## config.mk

```make
export PLATFORM = sky130hd
export DESIGN_NAME = quicksort_buffer_sorter_top_flat
export DESIGN_NICKNAME = d
export VERILOG_FILES = /design/src/qbs_pkg.sv /design/src/qbs_in_if.sv /design/src/qbs_out_if.sv /design/src/quicksort_buffer_sorter_top.sv /design/src/qbs_ram.sv /design/src/flat_wrapper.sv
export SDC_FILE = /design/constraint.sdc
export NUM_CORES = 2
export LEC_CHECK = 0
export ABC_AREA = 1
export BUFFER_PORTS_ARGS = -buffer_cell sky130_fd_sc_hd__buf_2
export CORE_UTILIZATION = 32
export CTS_BUF_LIST = sky130_fd_sc_hd__clkbuf_2
export CTS_CLUSTER_SIZE = 24
export DETAILED_ROUTE_END_ITERATION = 8
export GPL_ROUTABILITY_DRIVEN = 1
export SLEW_MARGIN = 20
export SYNTH_ARGS = -nofsm -noshare
export SYNTH_HDL_FRONTEND = slang
export SYNTH_SLANG_ARGS = --single-unit
```

## constraint.sdc

```tcl
create_clock -name i_clk -period 10.9 [get_ports i_clk]
set_clock_uncertainty 0.05 [all_clocks]
set_input_delay 1.635 -clock i_clk [delete_from_list [all_inputs] [get_ports i_clk]]
set_output_delay 1.635 -clock i_clk [all_outputs]
set_load 0.02 [all_outputs]
```

## src/qbs_pkg.sv

```systemverilog
`timescale 1ns / 1ps
// ----------------------------------------------------------------------------
// qbs_pkg
// shared types and constants of the quicksort buffer sorter
// ----------------------------------------------------------------------------
package qbs_pkg;

    localparam int VALUE_W = 32;

    typedef logic signed [VALUE_W-1:0] t_value;

endpackage

```

## src/qbs_in_if.sv

```systemverilog
`timescale 1ns / 1ps
// ----------------------------------------------------------------------------
// qbs_in_if
// input channel: one element word per handshake, last marks the end of a set
// ----------------------------------------------------------------------------
interface qbs_in_if;

    logic            valid;
    logic            ready;
    qbs_pkg::t_value value;
    logic            last;

    modport source (output valid, output value, output last, input ready);
    modport sink   (input valid, input value, input last, output ready);

endinterface

```

## src/qbs_out_if.sv

```systemverilog
`timescale 1ns / 1ps
// ----------------------------------------------------------------------------
// qbs_out_if
// output channel: one sorted word per handshake with end and overflow flags
// ----------------------------------------------------------------------------
interface qbs_out_if;

    logic            valid;
    logic            ready;
    qbs_pkg::t_value sorted_value;
    logic            last_res;
    logic            overflow;

    modport source (output valid, output sorted_value, output last_res,
                    output overflow, input ready);
    modport sink   (input valid, input sorted_value, input last_res,
                    input overflow, output ready);

endinterface

```

## src/quicksort_buffer_sorter_top.sv

```systemverilog
`timescale 1ns / 1ps
// ----------------------------------------------------------------------------
// quicksort_buffer_sorter_top
// buffers a set of signed words, sorts it in place by quicksort, streams it out
// ----------------------------------------------------------------------------
// Words load one per cycle into an element ram of DEPTH entries; words past
// DEPTH are dropped and flagged on every output word of that set. The word
// marked last closes the set and input stalls until the whole sorted set has
// been sent. The sort runs on the element ram's single read port: every
// pointer step of a partition reads and then compares, every swap writes
// both words back, and every range to sort is popped from the stack ram.
// Results then leave one at a time: each word is held on the output until
// it is taken, and only then is the next word captured. No clearing pass
// is needed after reset.
module quicksort_buffer_sorter_top #(
    parameter int DEPTH = 64
) (
    input  logic      i_clk,
    input  logic      i_rst_n,
    qbs_in_if.sink    i_in,
    qbs_out_if.source o_out
);

    import qbs_pkg::*;

    localparam int IW = $clog2(DEPTH);
    localparam int CW = $clog2(DEPTH + 1);
    localparam int SW = 2 * IW;

    typedef enum logic [4:0] {
        S_LOAD,
        S_POP,
        S_POPW,
        S_PIV,
        S_SCANL_RD,
        S_SCANL_CK,
        S_SCANH_RD,
        S_SCANH_CK,
        S_SWAP_A,
        S_SWAP_B,
        S_FIN_A,
        S_FIN_B,
        S_PUSH_LO,
        S_PUSH_HI,
        S_OUT_RD,
        S_OUT_CAP,
        S_OUT_WAIT
    } t_state;

    t_state        r_state;
    logic [CW-1:0] r_count;
    logic          r_ovf;
    logic [CW-1:0] r_sp;
    logic [IW-1:0] r_head;
    logic [IW-1:0] r_tail;
    logic [CW-1:0] r_lo;
    logic [IW-1:0] r_hi;
    logic [IW-1:0] r_k;
    t_value        r_pivot;
    t_value        r_vlo;
    t_value        r_vhi;
    logic          r_out_valid;
    t_value        r_out_data;
    logic          r_out_last;
    logic          r_out_ovf;

    // element ram ports
    logic              w_mem_we;
    logic [IW-1:0]     w_mem_waddr;
    logic [VALUE_W-1:0] w_mem_wdata;
    logic [IW-1:0]     w_mem_raddr;
    logic [VALUE_W-1:0] w_mem_rdata;
    t_value            w_rd;

    // stack ram ports
    logic          w_stk_we;
    logic [IW-1:0] w_stk_waddr;
    logic [SW-1:0] w_stk_wdata;
    logic [IW-1:0] w_stk_raddr;
    logic [SW-1:0] w_stk_rdata;

    logic          w_in_acc;
    logic          w_has_room;
    logic [CW-1:0] w_count_new;
    logic [CW-1:0] w_hi_ext;
    logic [CW-1:0] w_head_ext;
    logic [CW-1:0] w_tail_ext;
    logic          w_push_lo;
    logic          w_push_hi;
    logic          w_stk_room;
    logic [IW-1:0] w_hi_dec;
    logic [IW-1:0] w_hi_inc;

    assign w_in_acc    = i_in.valid && i_in.ready;
    assign w_has_room  = (r_count < CW'(DEPTH));
    assign w_count_new = w_has_room ? (r_count + CW'(1)) : r_count;
    assign w_rd        = $signed(w_mem_rdata);
    assign w_hi_ext    = {1'b0, r_hi};
    assign w_head_ext  = {1'b0, r_head};
    assign w_tail_ext  = {1'b0, r_tail};
    assign w_stk_room  = (r_sp < CW'(DEPTH));
    assign w_push_lo   = (w_hi_ext > (w_head_ext + CW'(1))) && w_stk_room;
    assign w_push_hi   = ((w_hi_ext + CW'(1)) < w_tail_ext) && w_stk_room;
    assign w_hi_dec    = r_hi - IW'(1);
    assign w_hi_inc    = r_hi + IW'(1);

    // element ram write and read address
    always_comb begin
        w_mem_we    = 1'b0;
        w_mem_waddr = r_count[IW-1:0];
        w_mem_wdata = i_in.value;
        w_mem_raddr = r_lo[IW-1:0];
        case (r_state)
            S_LOAD: begin
                w_mem_we = w_in_acc && w_has_room;
            end
            S_POPW: begin
                w_mem_raddr = w_stk_rdata[SW-1:IW];
            end
            S_SCANL_RD: begin
                w_mem_raddr = r_lo[IW-1:0];
            end
            S_SCANH_RD: begin
                w_mem_raddr = r_hi;
            end
            S_SWAP_A: begin
                w_mem_we    = 1'b1;
                w_mem_waddr = r_lo[IW-1:0];
                w_mem_wdata = r_vhi;
            end
            S_SWAP_B: begin
                w_mem_we    = 1'b1;
                w_mem_waddr = r_hi;
                w_mem_wdata = r_vlo;
            end
            S_FIN_A: begin
                w_mem_we    = 1'b1;
                w_mem_waddr = r_head;
                w_mem_wdata = r_vhi;
            end
            S_FIN_B: begin
                w_mem_we    = 1'b1;
                w_mem_waddr = r_hi;
                w_mem_wdata = r_pivot;
            end
            S_OUT_RD: begin
                w_mem_raddr = r_k;
            end
            S_OUT_WAIT: begin
                w_mem_raddr = r_k + IW'(1);
            end
            default: begin
                w_mem_raddr = r_lo[IW-1:0];
            end
        endcase
    end

    // stack ram write and read address
    always_comb begin
        w_stk_we    = 1'b0;
        w_stk_waddr = r_sp[IW-1:0];
        w_stk_wdata = {r_head, w_hi_dec};
        w_stk_raddr = w_stk_waddr - IW'(1);
        case (r_state)
            S_LOAD: begin
                w_stk_we    = w_in_acc && i_in.last && (w_count_new > CW'(1));
                w_stk_waddr = '0;
                w_stk_wdata = {IW'(0), w_count_new[IW-1:0] - IW'(1)};
            end
            S_PUSH_LO: begin
                w_stk_we    = w_push_lo;
                w_stk_wdata = {r_head, w_hi_dec};
            end
            S_PUSH_HI: begin
                w_stk_we    = w_push_hi;
                w_stk_wdata = {w_hi_inc, r_tail};
            end
            default: begin
                w_stk_we = 1'b0;
            end
        endcase
    end

    always_ff @(posedge i_clk) begin
        if (!i_rst_n) begin
            r_state     <= S_LOAD;
            r_count     <= '0;
            r_ovf       <= 1'b0;
            r_sp        <= '0;
            r_out_valid <= 1'b0;
        end else begin
            case (r_state)
                S_LOAD: begin
                    if (w_in_acc) begin
                        r_count <= w_count_new;
                        if (!w_has_room) begin
                            r_ovf <= 1'b1;
                        end
                        if (i_in.last) begin
                            if (w_count_new > CW'(1)) begin
                                r_sp    <= CW'(1);
                                r_state <= S_POP;
                            end else begin
                                r_k     <= '0;
                                r_state <= S_OUT_RD;
                            end
                        end
                    end
                end
                S_POP: begin
                    if (r_sp == '0) begin
                        r_k     <= '0;
                        r_state <= S_OUT_RD;
                    end else begin
                        r_sp    <= r_sp - CW'(1);
                        r_state <= S_POPW;
                    end
                end
                S_POPW: begin
                    r_head  <= w_stk_rdata[SW-1:IW];
                    r_tail  <= w_stk_rdata[IW-1:0];
                    r_state <= S_PIV;
                end
                S_PIV: begin
                    r_pivot <= w_rd;
                    r_lo    <= w_head_ext + CW'(1);
                    r_hi    <= r_tail;
                    r_state <= S_SCANL_RD;
                end
                S_SCANL_RD: begin
                    r_state <= S_SCANL_CK;
                end
                S_SCANL_CK: begin
                    if ((r_lo < w_tail_ext) && (w_rd < r_pivot)) begin
                        r_lo    <= r_lo + CW'(1);
                        r_state <= S_SCANL_RD;
                    end else begin
                        r_vlo   <= w_rd;
                        r_state <= S_SCANH_RD;
                    end
                end
                S_SCANH_RD: begin
                    r_state <= S_SCANH_CK;
                end
                S_SCANH_CK: begin
                    if ((r_hi > r_head) && (r_pivot < w_rd)) begin
                        r_hi    <= w_hi_dec;
                        r_state <= S_SCANH_RD;
                    end else begin
                        r_vhi <= w_rd;
                        if (r_lo >= w_hi_ext) begin
                            r_state <= S_FIN_A;
                        end else begin
                            r_state <= S_SWAP_A;
                        end
                    end
                end
                S_SWAP_A: begin
                    r_state <= S_SWAP_B;
                end
                S_SWAP_B: begin
                    r_lo    <= r_lo + CW'(1);
                    r_hi    <= w_hi_dec;
                    r_state <= S_SCANL_RD;
                end
                S_FIN_A: begin
                    r_state <= S_FIN_B;
                end
                S_FIN_B: begin
                    r_state <= S_PUSH_LO;
                end
                S_PUSH_LO: begin
                    if (w_push_lo) begin
                        r_sp <= r_sp + CW'(1);
                    end
                    r_state <= S_PUSH_HI;
                end
                S_PUSH_HI: begin
                    if (w_push_hi) begin
                        r_sp <= r_sp + CW'(1);
                    end
                    r_state <= S_POP;
                end
                S_OUT_RD: begin
                    r_state <= S_OUT_CAP;
                end
                S_OUT_CAP: begin
                    r_out_valid <= 1'b1;
                    r_out_data  <= w_rd;
                    r_out_last  <= (({1'b0, r_k} + CW'(1)) == r_count);
                    r_out_ovf   <= r_ovf;
                    r_state     <= S_OUT_WAIT;
                end
                S_OUT_WAIT: begin
                    if (o_out.ready) begin
                        r_out_valid <= 1'b0;
                        if (r_out_last) begin
                            r_count <= '0;
                            r_ovf   <= 1'b0;
                            r_state <= S_LOAD;
                        end else begin
                            r_k     <= r_k + IW'(1);
                            r_state <= S_OUT_CAP;
                        end
                    end
                end
                default: begin
                    r_state <= S_LOAD;
                end
            endcase
        end
    end

    qbs_ram #(
        .WIDTH (VALUE_W),
        .DEPTH (DEPTH)
    ) u_elem_ram (
        .i_clk   (i_clk),
        .i_we    (w_mem_we),
        .i_waddr (w_mem_waddr),
        .i_wdata (w_mem_wdata),
        .i_raddr (w_mem_raddr),
        .o_rdata (w_mem_rdata)
    );

    qbs_ram #(
        .WIDTH (SW),
        .DEPTH (DEPTH)
    ) u_stack_ram (
        .i_clk   (i_clk),
        .i_we    (w_stk_we),
        .i_waddr (w_stk_waddr),
        .i_wdata (w_stk_wdata),
        .i_raddr (w_stk_raddr),
        .o_rdata (w_stk_rdata)
    );

    assign i_in.ready         = (r_state == S_LOAD);
    assign o_out.valid        = r_out_valid;
    assign o_out.sorted_value = r_out_data;
    assign o_out.last_res     = r_out_last;
    assign o_out.overflow     = r_out_ovf;

    logic w_in_part;
    assign w_in_part = (r_state == S_SCANL_CK) || (r_state == S_SCANH_CK)
                    || (r_state == S_SWAP_A) || (r_state == S_SWAP_B);

    a_no_load_while_out: assert property (@(posedge i_clk) disable iff (!i_rst_n)
        i_in.ready |-> !o_out.valid)
        else $error("input open while an output word is pending");

    a_count_bound: assert property (@(posedge i_clk) disable iff (!i_rst_n)
        (r_count <= CW'(DEPTH)) && (r_sp <= CW'(DEPTH)))
        else $error("element count or stack pointer out of range");

    a_hi_in_range: assert property (@(posedge i_clk) disable iff (!i_rst_n)
        w_in_part |-> ((r_hi >= r_head) && (r_hi <= r_tail)))
        else $error("partition high pointer left its range");

    a_set_done: assert property (@(posedge i_clk) disable iff (!i_rst_n)
        (o_out.valid && o_out.ready && o_out.last_res) |=> (i_in.ready && (r_count == '0)))
        else $error("set not cleared after final word");

endmodule

```

## src/qbs_ram.sv

```systemverilog
`timescale 1ns / 1ps
// ----------------------------------------------------------------------------
// qbs_ram
// simple dual-port ram, one write and one registered read port
// ----------------------------------------------------------------------------
module qbs_ram #(
    parameter int WIDTH = 32,
    parameter int DEPTH = 64
) (
    input  logic                     i_clk,
    input  logic                     i_we,
    input  logic [$clog2(DEPTH)-1:0] i_waddr,
    input  logic [WIDTH-1:0]         i_wdata,
    input  logic [$clog2(DEPTH)-1:0] i_raddr,
    output logic [WIDTH-1:0]         o_rdata
);

    logic [WIDTH-1:0] r_mem [DEPTH];
    logic [WIDTH-1:0] r_rdata;

    always_ff @(posedge i_clk) begin
        if (i_we) begin
            r_mem[i_waddr] <= i_wdata;
        end
        r_rdata <= r_mem[i_raddr];
    end

    assign o_rdata = r_rdata;

endmodule

```

## src/flat_wrapper.sv

```systemverilog
// flat-port wrapper written by rule: the top's interface ports become plain ports
module quicksort_buffer_sorter_top_flat import qbs_pkg::*;
#(
    parameter int DEPTH = 64
)
  (i_clk, i_rst_n, i_in_valid, i_in_value, i_in_last, i_in_ready, o_out_valid, o_out_sorted_value, o_out_last_res, o_out_overflow, o_out_ready);
  qbs_in_if i_in_i ();
  qbs_out_if o_out_i ();
  input  logic i_clk;
  input  logic i_rst_n;
  input wire logic [$bits(i_in_i.valid)-1:0] i_in_valid;
  input wire logic [$bits(i_in_i.value)-1:0] i_in_value;
  input wire logic [$bits(i_in_i.last)-1:0] i_in_last;
  output wire logic [$bits(i_in_i.ready)-1:0] i_in_ready;
  output wire logic [$bits(o_out_i.valid)-1:0] o_out_valid;
  output wire logic [$bits(o_out_i.sorted_value)-1:0] o_out_sorted_value;
  output wire logic [$bits(o_out_i.last_res)-1:0] o_out_last_res;
  output wire logic [$bits(o_out_i.overflow)-1:0] o_out_overflow;
  input wire logic [$bits(o_out_i.ready)-1:0] o_out_ready;
  assign i_in_i.valid = i_in_valid;
  assign i_in_i.value = i_in_value;
  assign i_in_i.last = i_in_last;
  assign i_in_ready = i_in_i.ready;
  assign o_out_valid = o_out_i.valid;
  assign o_out_sorted_value = o_out_i.sorted_value;
  assign o_out_last_res = o_out_i.last_res;
  assign o_out_overflow = o_out_i.overflow;
  assign o_out_i.ready = o_out_ready;
  quicksort_buffer_sorter_top #(.DEPTH(DEPTH)) u_core (.i_clk(i_clk), .i_rst_n(i_rst_n), .i_in(i_in_i), .o_out(o_out_i));
endmodule
```

==> impl_metrics.toml <==
[floorplanning]
start_util_pct = 32.2
die_area_mm2 = 0.412
die-height_um = 642
core_area_mm2 = 0.407
die_w_um = 642
num_rows = 234
ios = 73

[place]
gp_congestion = 0.842
numPortBuffers = 72
hpwl_mm = 203
place_area_mm2 = 0.138

[yosys]
yosys_warnings = 0
syn_avg_cell_area_um2 = 11.8
ys_ff_latch = 3042
yosysSeqAreaShare_pct = 69.3
yosys.area.top_type_share_pct = 68.3
synth_top_family_by_area = "simple AND/OR/NAND/NOR gates"
async_reset_ff_share_pct = 0
synth_compound_area_share_pct = 3.24
synth_area_mm2 = 0.131
synthXorXnorAreaFrac_pct = 0.207
synth.distinct_cells = 53
synth-simple-area-share_pct = 19.4
syn-num-nets = 11228
synth_fa_ha_area_share_pct = 0.722
synth-edff-count = 2977
synthMuxAreaShare_pct = 0.994
netlist_instances = 11116
yosys-top-cells-area = "edfxtp_1, nand3_1, nand3b_1, nand2_1, inv_1"
synth_top_area_cell = "edfxtp_1"
yosys_most_used_dff = "edfxtp_1"

[worst_setup_path]
crit_slowest_cell = "nand2_8"
worstSetupEndpointType = "flop"
worstPathArrival_ns = 7.27
cp-start-kind = "flop"
critPathMaxFanout = 88
cpLargestDelayFamily = "simple AND/OR/NAND/NOR gates"
cp.required_ns = 12.42
path_cells = "nor2_4, nand3_2, nand3_4, nand3_4, nand2_8, buf_4, buf_4, nand2_1, nand2_1, nand2_1, nand3_1, nand3_1, nand3_1, nand3_1, nand2_1"
worst_path_largest_cell_delay_ns = 0.78
cp_num_buf_inv = 2
path_class = "reg -> reg"

[pwr]
ir_worst_vdd_v = 0.000415
p_leak_nw = 53.6
power.density_mw_per_mm2 = 256

[clock_tree]
hold_buffers = 2
numCtsBuffers = 725
cts_resized = 0
htree_levels = 6
postCtsSetupRepairBufs = 0
cts.sinks = 3042
cts_tree = "done"
clk_path_buf_depth = 4
clkLatencyLatePin_ns = 1.88
clkTransAtPathRegs_ns = 0.11
root_buffer = "clkbuf_2"

[timing]
slew-limit-headroom_pct = 17.6
post-route-min-period_ns = 5.75
period_share_pct = 52.7
hold_violations = 0
holdWs_ns = 0.233
slew_viol_final = 0
setup_viol = 0
tightest_slew_ns = 1.23
timing.fmax_mhz = 174
fin_tns_setup_ns = 0
rsz0062_at_grt = "false"

[detailed_routing]
wl_per_cell_um = 22.3
drtAntennaViolNets = 0
avgViaCountPerCell = 5.11
vias = 88479
drt_pass1_iterations = 6
totalWireLength_mm = 387
drc = 0
drt-initial-drc-count = 9533

[status]
status = "complete, no violations"

[global_routing]
track_usage_pct = 18.1
use_met2_pct = 28.9
antenna_found_initial = 18
top_usage_layer = "met2"
grt_use_met1_pct = 23.8
overflow = 0
grt_pass1_vias = 84901
grt_max_degree = 178
grt_pass1_wl_mm = 565
use_met3_pct = 3.29

[flow_run]
maxCapViolCount = 0

[layout]
postLayoutCellArea_mm2 = 0.144
nets = 11500
area_growth_pct = 10.2
drive_above_1_share_pct = 13.4
fillers = 40016

[min_path]
hold_path_class = "in -> reg"
==> where the power goes <==
part	switching, mW	leakage [nW]	internal (mW)	total, mW
combinational	10.8	21.2	3.30	14.1
sequential	0.428	27.4	14.8	15.3
clock	4.59	4.94	2.91	7.50
total	15.8	53.6	21.1	36.9
==> layer usage <==
metal / share of wire (%) / wire [µm] / vias to the layer above
met3: 8.0 / 30800 / 756
met5: 0.018 / 71 / -
met2: 46 / 180000 / 4024
met4: 4.7 / 18000 / 10
met1: 41 / 158000 / 43432
li1: - / - / 40257
==> logic make-up after synthesis <==
kind of cell               after synthesis
AOI/OAI and AO/OA                      630
xor gates and xnor gates                31
adders and majority gates               75
buffers and inverters                 2033
DFF                                   3042
muxes                                  130
and+or+nand+nor                       5175
==> registers in the layout (all words and copies together) (netlist names), 5 cells and up <==
register	count
u_core.o_out.sorted_value	32
u_core.u_elem_ram.r_mem	2048
u_core.r_pivot	32
u_core.r_vlo	32
u_core.r_state	5
u_core.r_tail	6
u_core.u_stack_ram.o_rdata	12
u_core.r_sp	7
u_core.u_elem_ram.o_rdata	32
u_core.u_stack_ram.r_mem	768
u_core.r_lo	7
u_core.r_count	7
u_core.r_head	6
u_core.r_k	6
u_core.r_vhi	32
u_core.r_hi	6
==> worst reg2reg max path: stages (launching register included) <==
cell     delay, ns
dfxtp_1       0.42
nor2_4        0.28
nand3_2       0.31
nand3_4       0.33
nand3_4       0.54
nand2_8       0.84
buf_4         0.66
buf_4         0.68
nand2_1       0.13
nand2_1       0.09
nand2_1       0.05
nand3_1       0.09
nand3_1       0.18
nand3_1       0.23
nand3_1       0.50
nand2_1       0.20
==> through the flow <==
stage / cells / setup slack, ns / power [mW] / util, %
4_1_cts: 17303 / 5.26 / 36.9 / 35.5
2_1_floorplan: 11116 / 5.81 / 23.6 / -
6_report: 17317 / 5.15 / 36.9 / 35.5
3_3_place_gp: 16082 / 5.30 / 29.4 / 33.9
5_1_grt: 17309 / 4.84 / 38.5 / 35.5
3_5_place_dp: 16084 / 5.22 / 29.5 / 33.9
==> cell usage after synthesis (23+ instances only) <==
| master | number |
|---|---|
| edfxtp_1 | 2977 |
| nand3_1 | 2342 |
| nand2_1 | 1470 |
| inv_1 | 1294 |
| nand3b_1 | 761 |
| nor2_1 | 528 |
| buf_2 | 340 |
| clkbuf_1 | 319 |
| o21ai_0 | 244 |
| o221ai_1 | 137 |
| mux2i_1 | 130 |
| ha_1 | 74 |
| dfxtp_1 | 65 |
| o211ai_1 | 63 |
| o32ai_1 | 62 |
| buf_1 | 60 |
| a21oi_1 | 54 |
| nand4_1 | 26 |
| xor2_1 | 26 |
| a22oi_1 | 24 |
| nor3_1 | 23 |
==> placed cells by master, fill, tap and decap left out, drive strengths merged, types with 26 or more instances in the layout <==
cell type  Yosys  layout
clkbuf       319    1088
ha            74      74
a21oi         55      55
nand3b       762     762
edfxtp      2977    2977
o211ai        64      64
inv         1303    1322
o21ai        249     249
nand2       1472    1472
nand3       2345    2345
clkinv         1      88
xor2          26      26
o32ai         62      62
dfxtp         65      65
buf          410     272
nor2         531     531
nand4         26      26
mux2i        130     130
o221ai       137     137
==> final cells by class <==
class,instances,area (µm²),area share [%]
multi-input combinational,6041,33400,23.1
antenna,11,27.5,0.0191
timing repair buffer,274,2180,1.51
sequential,3042,90700,62.8
clock buffer,1088,5450,3.77
inverter,1304,4920,3.41
clock inverter,129,920,0.637
tap,5428,6790,4.70
==> worst paths after layout <==
| kind | cells after the start | endpoint | start | slack, ns |
|---|---|---|---|---|
| hold / removal | 3 | u_core.u_elem_ram.r_mem[31][2]$_DFFE_PP_ | i_in_value[2] | 0.23 |
| hold reg to reg | 0 | u_core.r_tail[1]$_DFFE_PP_ | u_core.u_stack_ram.o_rdata[1]$_DFF_P_ | 0.36 |
| setup / recovery | 15 | u_core.u_elem_ram.o_rdata[21]$_DFF_P_ | u_core.r_state[0]$_SDFFE_PN0P_ | 5.15 |
| setup reg to reg | 15 | u_core.u_elem_ram.o_rdata[21]$_DFF_P_ | u_core.r_state[0]$_SDFFE_PN0P_ | 5.15 |
Note: power is estimated with default switching activity, not from simulation.
